## src/rtl/record_ring_drop_oldest_core_macros.svh

```systemverilog
// assertion macros for the record ring core
// used by the top level, which supplies i_clk and i_rst_n in scope
`ifndef RECORD_RING_DROP_OLDEST_CORE_MACROS_SVH
`define RECORD_RING_DROP_OLDEST_CORE_MACROS_SVH
`ifndef SYNTH
// same-cycle implication
`define RRDO_ASSERT_IMP(lbl, ante, cons) \
    lbl: assert property (@(posedge i_clk) disable iff (!i_rst_n) (ante) |-> (cons)) \
        else $error("assertion failed");
// next-cycle implication
`define RRDO_ASSERT_NXT(lbl, ante, cons) \
    lbl: assert property (@(posedge i_clk) disable iff (!i_rst_n) (ante) |=> (cons)) \
        else $error("assertion failed");
`else
`define RRDO_ASSERT_IMP(lbl, ante, cons)
`define RRDO_ASSERT_NXT(lbl, ante, cons)
`endif
`endif

```

## src/rtl/rrdo_pkg.sv

```systemverilog
// shared types and constants of the record ring core
// no dependencies
`default_nettype none
package rrdo_pkg;
    // ring geometry
    localparam int RING_BYTES = 65536;
    localparam int ADDR_W     = $clog2(RING_BYTES);
    localparam logic [ADDR_W-1:0] RING_MASK = ADDR_W'(RING_BYTES - 1);

    // field widths
    localparam int BYTE_W    = 8;
    localparam int FILL_W    = 16;
    localparam int DROP_W    = 9;
    localparam int MAX_DROPS = 256;

    typedef enum logic [1:0] {
        OP_START  = 2'd0,
        OP_APPEND = 2'd1,
        OP_REWIND = 2'd2,
        OP_READ   = 2'd3
    } t_opcode;

    typedef struct packed {
        t_opcode             opcode;
        logic [BYTE_W-1:0]   record_length;
        logic [BYTE_W-1:0]   data_byte;
    } t_in_item;

    typedef struct packed {
        logic [BYTE_W-1:0]   data_out;
        logic                byte_valid;
        logic                record_end;
        logic                log_end;
        logic [DROP_W-1:0]   dropped_records;
        logic [FILL_W-1:0]   fill_bytes;
        logic                misuse;
    } t_out_item;

    // ring memory access request from the sequencer
    typedef struct packed {
        logic                we;
        logic [ADDR_W-1:0]   waddr;
        logic [BYTE_W-1:0]   wdata;
        logic                re;
        logic [ADDR_W-1:0]   raddr;
    } t_mem_req;
endpackage
`default_nettype wire

```

## src/rtl/rrdo_ctrl.sv

```systemverilog
// sequencer of the record ring: pointers, drop and read walks, result register
// depends on rrdo_pkg
`default_nettype none
module rrdo_ctrl
    import rrdo_pkg::*;
(
    input  wire logic              i_clk,
    input  wire logic              i_rst_n,
    input  wire logic              i_in_valid,
    output      logic              o_in_ready,
    input  wire t_in_item          i_in_data,
    output      logic              o_out_valid,
    input  wire logic              i_out_ready,
    output      t_out_item         o_out_data,
    output      t_mem_req          o_mem_req,
    input  wire logic [BYTE_W-1:0] i_rdata
);
    typedef enum logic [2:0] {
        S_IDLE,
        S_DROP_CHK,
        S_DROP_WAIT,
        S_RD_CHK,
        S_RD_PFX,
        S_RD_DATA
    } t_state;

    t_state             r_state, n_state;
    logic [ADDR_W-1:0]  r_head, n_head;
    logic [ADDR_W-1:0]  r_oldest, n_oldest;
    logic [ADDR_W-1:0]  r_rp, n_rp;
    logic [BYTE_W-1:0]  r_left_app, n_left_app;
    logic [BYTE_W-1:0]  r_left_rd, n_left_rd;
    logic               r_open, n_open;
    logic [BYTE_W-1:0]  r_len, n_len;
    logic [DROP_W-1:0]  r_dropped, n_dropped;
    logic               r_out_valid, n_out_valid;
    t_out_item          r_out, n_out;

    logic [ADDR_W-1:0]  used;
    logic [ADDR_W-1:0]  free_bytes;
    logic [DROP_W-1:0]  total;
    logic               need_drop;
    logic               out_free;
    logic               in_fire;
    logic               load;
    t_out_item          res;
    t_mem_req           mem_req;

    // space check for the pending start
    assign used       = r_head - r_oldest;
    assign free_bytes = RING_MASK - used;
    assign total      = {1'b0, r_len} + DROP_W'(1);
    assign need_drop  = (free_bytes < ADDR_W'(total)) && (used != '0)
                        && (r_dropped != DROP_W'(MAX_DROPS));

    assign out_free   = !r_out_valid || i_out_ready;
    assign o_in_ready = (r_state == S_IDLE) && out_free;
    assign in_fire    = i_in_valid && o_in_ready;

    // next-state and datapath
    always_comb begin
        n_state     = r_state;
        n_head      = r_head;
        n_oldest    = r_oldest;
        n_rp        = r_rp;
        n_left_app  = r_left_app;
        n_left_rd   = r_left_rd;
        n_open      = r_open;
        n_len       = r_len;
        n_dropped   = r_dropped;
        n_out_valid = r_out_valid && !i_out_ready;
        n_out       = r_out;
        res         = '0;
        load        = 1'b0;
        mem_req     = '0;

        unique case (r_state)
            S_IDLE: begin
                if (in_fire) begin
                    unique case (i_in_data.opcode)
                        OP_START: begin
                            if (r_open) begin
                                res.misuse = 1'b1;
                                load       = 1'b1;
                            end else begin
                                n_len     = i_in_data.record_length;
                                n_dropped = '0;
                                n_state   = S_DROP_CHK;
                            end
                        end
                        OP_APPEND: begin
                            if (!r_open) begin
                                res.misuse = 1'b1;
                            end else begin
                                mem_req.we    = 1'b1;
                                mem_req.waddr = r_head;
                                mem_req.wdata = i_in_data.data_byte;
                                n_head        = r_head + ADDR_W'(1);
                                n_left_app    = r_left_app - BYTE_W'(1);
                                if (n_left_app == '0) begin
                                    n_open = 1'b0;
                                end
                            end
                            load = 1'b1;
                        end
                        OP_REWIND: begin
                            n_rp      = r_oldest;
                            n_left_rd = '0;
                            load      = 1'b1;
                        end
                        OP_READ: begin
                            if (r_open) begin
                                res.misuse = 1'b1;
                                load       = 1'b1;
                            end else begin
                                n_state = S_RD_CHK;
                            end
                        end
                        default: begin
                            load = 1'b1;
                        end
                    endcase
                end
            end
            // drop the oldest record or write the prefix
            S_DROP_CHK: begin
                if (need_drop) begin
                    mem_req.re    = 1'b1;
                    mem_req.raddr = r_oldest;
                    n_state       = S_DROP_WAIT;
                end else if (out_free) begin
                    if (r_dropped != '0) begin
                        n_rp      = r_oldest;
                        n_left_rd = '0;
                    end
                    mem_req.we          = 1'b1;
                    mem_req.waddr       = r_head;
                    mem_req.wdata       = r_len;
                    n_head              = r_head + ADDR_W'(1);
                    n_left_app          = r_len;
                    n_open              = (r_len != '0);
                    res.dropped_records = r_dropped;
                    load                = 1'b1;
                    n_state             = S_IDLE;
                end
            end
            S_DROP_WAIT: begin
                n_oldest  = r_oldest + ADDR_W'(i_rdata) + ADDR_W'(1);
                n_dropped = r_dropped + DROP_W'(1);
                n_state   = S_DROP_CHK;
            end
            // reader walk: skip prefixes until a data byte or the head
            S_RD_CHK: begin
                if ((r_left_rd == '0) && (r_rp != r_head)) begin
                    mem_req.re    = 1'b1;
                    mem_req.raddr = r_rp;
                    n_state       = S_RD_PFX;
                end else if ((r_left_rd == '0) || (r_rp == r_head)) begin
                    if (out_free) begin
                        n_left_rd   = '0;
                        res.log_end = 1'b1;
                        load        = 1'b1;
                        n_state     = S_IDLE;
                    end
                end else begin
                    mem_req.re    = 1'b1;
                    mem_req.raddr = r_rp;
                    n_state       = S_RD_DATA;
                end
            end
            S_RD_PFX: begin
                n_left_rd = i_rdata;
                n_rp      = r_rp + ADDR_W'(1);
                n_state   = S_RD_CHK;
            end
            S_RD_DATA: begin
                if (out_free) begin
                    res.data_out   = i_rdata;
                    res.byte_valid = 1'b1;
                    res.record_end = (r_left_rd == BYTE_W'(1));
                    n_rp           = r_rp + ADDR_W'(1);
                    n_left_rd      = r_left_rd - BYTE_W'(1);
                    load           = 1'b1;
                    n_state        = S_IDLE;
                end
            end
            default: begin
                n_state = S_IDLE;
            end
        endcase

        // result beat with the fill level after this step
        if (load) begin
            n_out            = res;
            n_out.fill_bytes = FILL_W'(n_head - n_oldest);
            n_out_valid      = 1'b1;
        end
    end

    // state and registered outputs
    always_ff @(posedge i_clk) begin
        r_out      <= n_out;
        r_len      <= n_len;
        r_dropped  <= n_dropped;
        if (!i_rst_n) begin
            r_state     <= S_IDLE;
            r_head      <= '0;
            r_oldest    <= '0;
            r_rp        <= '0;
            r_left_app  <= '0;
            r_left_rd   <= '0;
            r_open      <= 1'b0;
            r_out_valid <= 1'b0;
        end else begin
            r_state     <= n_state;
            r_head      <= n_head;
            r_oldest    <= n_oldest;
            r_rp        <= n_rp;
            r_left_app  <= n_left_app;
            r_left_rd   <= n_left_rd;
            r_open      <= n_open;
            r_out_valid <= n_out_valid;
        end
    end

    assign o_out_valid = r_out_valid;
    assign o_out_data  = r_out;
    assign o_mem_req   = mem_req;
endmodule
`default_nettype wire

```

## config.mk

```make
export PLATFORM = sky130hd
export DESIGN_NAME = rrdo_ctrl
export DESIGN_NICKNAME = d
export VERILOG_FILES = /design/src/rtl/record_ring_drop_oldest_core_macros.svh /design/src/rtl/rrdo_pkg.sv /design/src/rtl/rrdo_ctrl.sv
export SDC_FILE = /design/constraint.sdc
export NUM_CORES = 1
export LEC_CHECK = 0
export BUFFER_PORTS_ARGS = -buffer_cell sky130_fd_sc_hd__buf_4
export CORE_MARGIN = 5
export CORE_UTILIZATION = 30
export DETAILED_ROUTE_END_ITERATION = 8
export GPL_TIMING_DRIVEN = 0
export PLACE_DENSITY = 0.58
export SLEW_MARGIN = 20
export SYNTH_ARGS = -nofsm -noshare
export SYNTH_HDL_FRONTEND = slang
export SYNTH_SLANG_ARGS = --single-unit
```

## constraint.sdc

```tcl
create_clock -name i_clk -period 8.4 [get_ports i_clk]
set_input_delay 1.68 -clock i_clk [delete_from_list [all_inputs] [get_ports i_clk]]
set_output_delay 1.68 -clock i_clk [all_outputs]
set_load 0.02 [all_outputs]
```

==> flow_summary.toml <==
[yosys]
yosysSeqAreaShare_pct = 34.2
syn_nets = 1136
synth_top_area_share_pct = 18.5
synth_top_area_cell = "edfxtp_1"
syn_inst = 1041
synth_cell_type_count = 80
synth-seq-cells = 123
synth_area_per_cell_um2 = 8.44
async_flop_share_pct = 0
yosys_warnings = 0
ys.flop_type = "dfxtp_1"
netlist_area_um2 = 8790
synth_area_leaders = "edfxtp_1, dfxtp_1, ha_1"
synth_edf_count = 54

[final_layout]
ff_latch_area_um2 = 3000
syn_to_final_growth_pct = 21.7
fin_util_pct = 37.2
n_fill_cell = 2994
final_area_um2 = 10700
finalNetCount = 1266
multi_input_area_um2 = 5400
layout_commonest_cell = "nor2_1"
final_cell_mix = "nor2_1, buf_4, nand2_1, a21oi_1"
layout-drive-gt1-share_pct = 14.3
diodes = 0

[clocking]
cts_inserted_buffers = 17
cts_setup_buffers = 0
cts_root_buffer = "clkbuf_16"
cts_buffer_depth = 2
ctsHoldBuffers = 0
insertion_delay_ps = 430
post_cts_resized = 0
htreeDepth = 4
cts_tree = "built"
clock_sinks = 123
clkTransAtPathRegs_ps = 70

[sta]
worst_pin_slew_ps = 900
period_needed_ps = 7490
finClkSkew_ps = 16.4
hold_violations = 0
tns_ps = 0
setup-violations-final = 0
rsz0062_at_grt = "no"
maxSlewViolCount = 0
post-route-period-util_pct = 89.2
max_freq_mhz = 133
relSlewSlack_pct = 39.4
hold_slack_ps = 479

[drt]
wirelength_um = 29200
ant_nets = 0
via_per_inst = 5.29
drt_iter0_markers = 488
wl_per_cell_um = 18.6
vias = 8288
firstDrtPassIters = 5
drc_errors = 0

[flow_run]
drv_cap = 0

[die]
core_area_um2 = 28800
die_x_um = 181
io_pins = 111
die_h_um = 181
start_util_pct = 30.5
die-area_um2 = 32800
rows = 62

[placement]
portBuffers = 110
gp_congestion = 0.917
dp_hpwl_um = 23200
place_area_um2 = 10100

[power_and_ir_drop]
power_density_nw_per_um2 = 178
finalPower_mw = 1.90
ir_worst_vdd_mv = 0.111
p_leak_nw = 4.49

[worst_setup_path]
ff2ff_setup_slack_ps = 910
critPathLaunchType = "flip-flop"
ff2ff_path_depth = 31
endpoint_kind = "flip-flop"
slowest_delay_ps = 600
r2r_end = "o_out_data[15]"
required_ps = 8610
crit_top_cell = "a21oi_1"
r2r_start = "r_head[0]"
startpoint = "r_head[0]"
critical_path_class = "flip-flop to flip-flop"
path_max_fanout = 10
crit_path_end = "o_out_data[15]"
crit_arrival_ps = 7710
crit_path_top_delay_cell = "or4b_4"

[global_route]
grt_pass1_wl_um = 45500
use_met3_pct = 3.72
grt-ovfl-total = 0
use_met1_pct = 23.6
track_usage_pct = 17.5
grt_pass1_vias = 8170
grt_max_degree = 26
grt_most_used_layer = "met2"
antenna_found_initial = 0
use_met2_pct = 26.9

[hold_path]
hp-start = "r_left_app[1]"
hold_class = "flip-flop to flip-flop"

[run_status]
status = "complete, no violations"
## worst min-delay path by stage
stage / to / cells after the start
2_1_floorplan: r_left_app[1] / 2
3_3_place_gp: r_left_app[1] / 2
5_1_grt: r_left_rd[7] / 2
3_5_place_dp: r_left_rd[7] / 2
6_report: r_left_app[1] / 2
4_1_cts: r_left_rd[7] / 2
## metal layers
layer  wire (µm)  vias up
met5           0        -
met4        1210        0
met3        1890       61
met2       12700      284
met1       13400     3922
li1            -     4021
## power by group
group	switching [mW]	internal, mW	total [mW]
Clock	0.335	0.394	0.730
Combinational	0.277	0.179	0.456
Sequential	0.0300	0.689	0.719
Total	0.643	1.26	1.90
## through the flow
step / cells / setup WS [ps]
6_report: 1568 / 906
5_1_grt: 1568 / 334
4_1_cts: 1568 / 882
3_5_place_dp: 1536 / 947
3_3_place_gp: 1535 / 874
2_1_floorplan: 1041 / 2340
## flip-flops by register name, indices dropped and copies added, names as in the netlist
name         cells
r_head          16
r_left_app       8
r_len            8
o_out_data      37
r_left_rd        8
r_open           1
r_rp            16
r_oldest        16
r_state          3
o_out_valid      1
r_dropped        9
## cell type report
cell class,instances,share of cell area (%)
clock inverters,15,1.38
inverters,55,1.93
well taps,384,4.49
repair buffers,111,7.91
multi-input cells,819,50.5
flip-flops and latches,123,28.1
plain buffers,44,1.72
clock buffers,17,3.98
## synth_stat cells, types with 4 or more instances
| library cell | count |
|---|---|
| and2_1 | 49 |
| and4_1 | 4 |
| a22oi_1 | 4 |
| nor4_1 | 14 |
| o211ai_1 | 7 |
| nand2_1 | 85 |
| a22o_1 | 28 |
| xnor2_1 | 37 |
| and3_1 | 25 |
| clkbuf_1 | 37 |
| o21a_1 | 9 |
| nand3_1 | 27 |
| dfxtp_1 | 69 |
| nor3b_1 | 5 |
| o21ai_0 | 69 |
| nor2b_1 | 12 |
| xor2_1 | 34 |
| a21oi_1 | 71 |
| inv_1 | 51 |
| edfxtp_1 | 54 |
| a311oi_1 | 4 |
| o2111ai_1 | 7 |
| a21o_1 | 12 |
| nor2_1 | 118 |
| nand4_1 | 14 |
| or2_1 | 4 |
| nor3_1 | 20 |
| a21boi_0 | 4 |
| ha_1 | 62 |
| a211oi_1 | 13 |
| nand2b_1 | 6 |
## critical path: cells and delay by family (launching register included)
family / cells / cell delay (ps)
flip-flops: 1 / 590
AND/OR/NAND/NOR: 9 / 1760
XOR/XNOR: 1 / 70
adder cells (fa/ha/maj): 4 / 1180
buffers and inverters: 5 / 750
AO/OA/AOI/OAI: 12 / 2910
## kinds of logic (layout without fill, tap and decap cells)
family / Yosys count / count (layout) / synth area share (%)
mux: 3 / 3 / 0.342
simple gates: 406 / 406 / 23.3
flops: 123 / 123 / 34.2
compound gates: 273 / 273 / 20.9
fa+ha+maj: 65 / 65 / 9.51
buf+inv: 99 / 242 / 4.44
xor+xnor: 72 / 72 / 7.33
(Power assumes the default switching activity.)
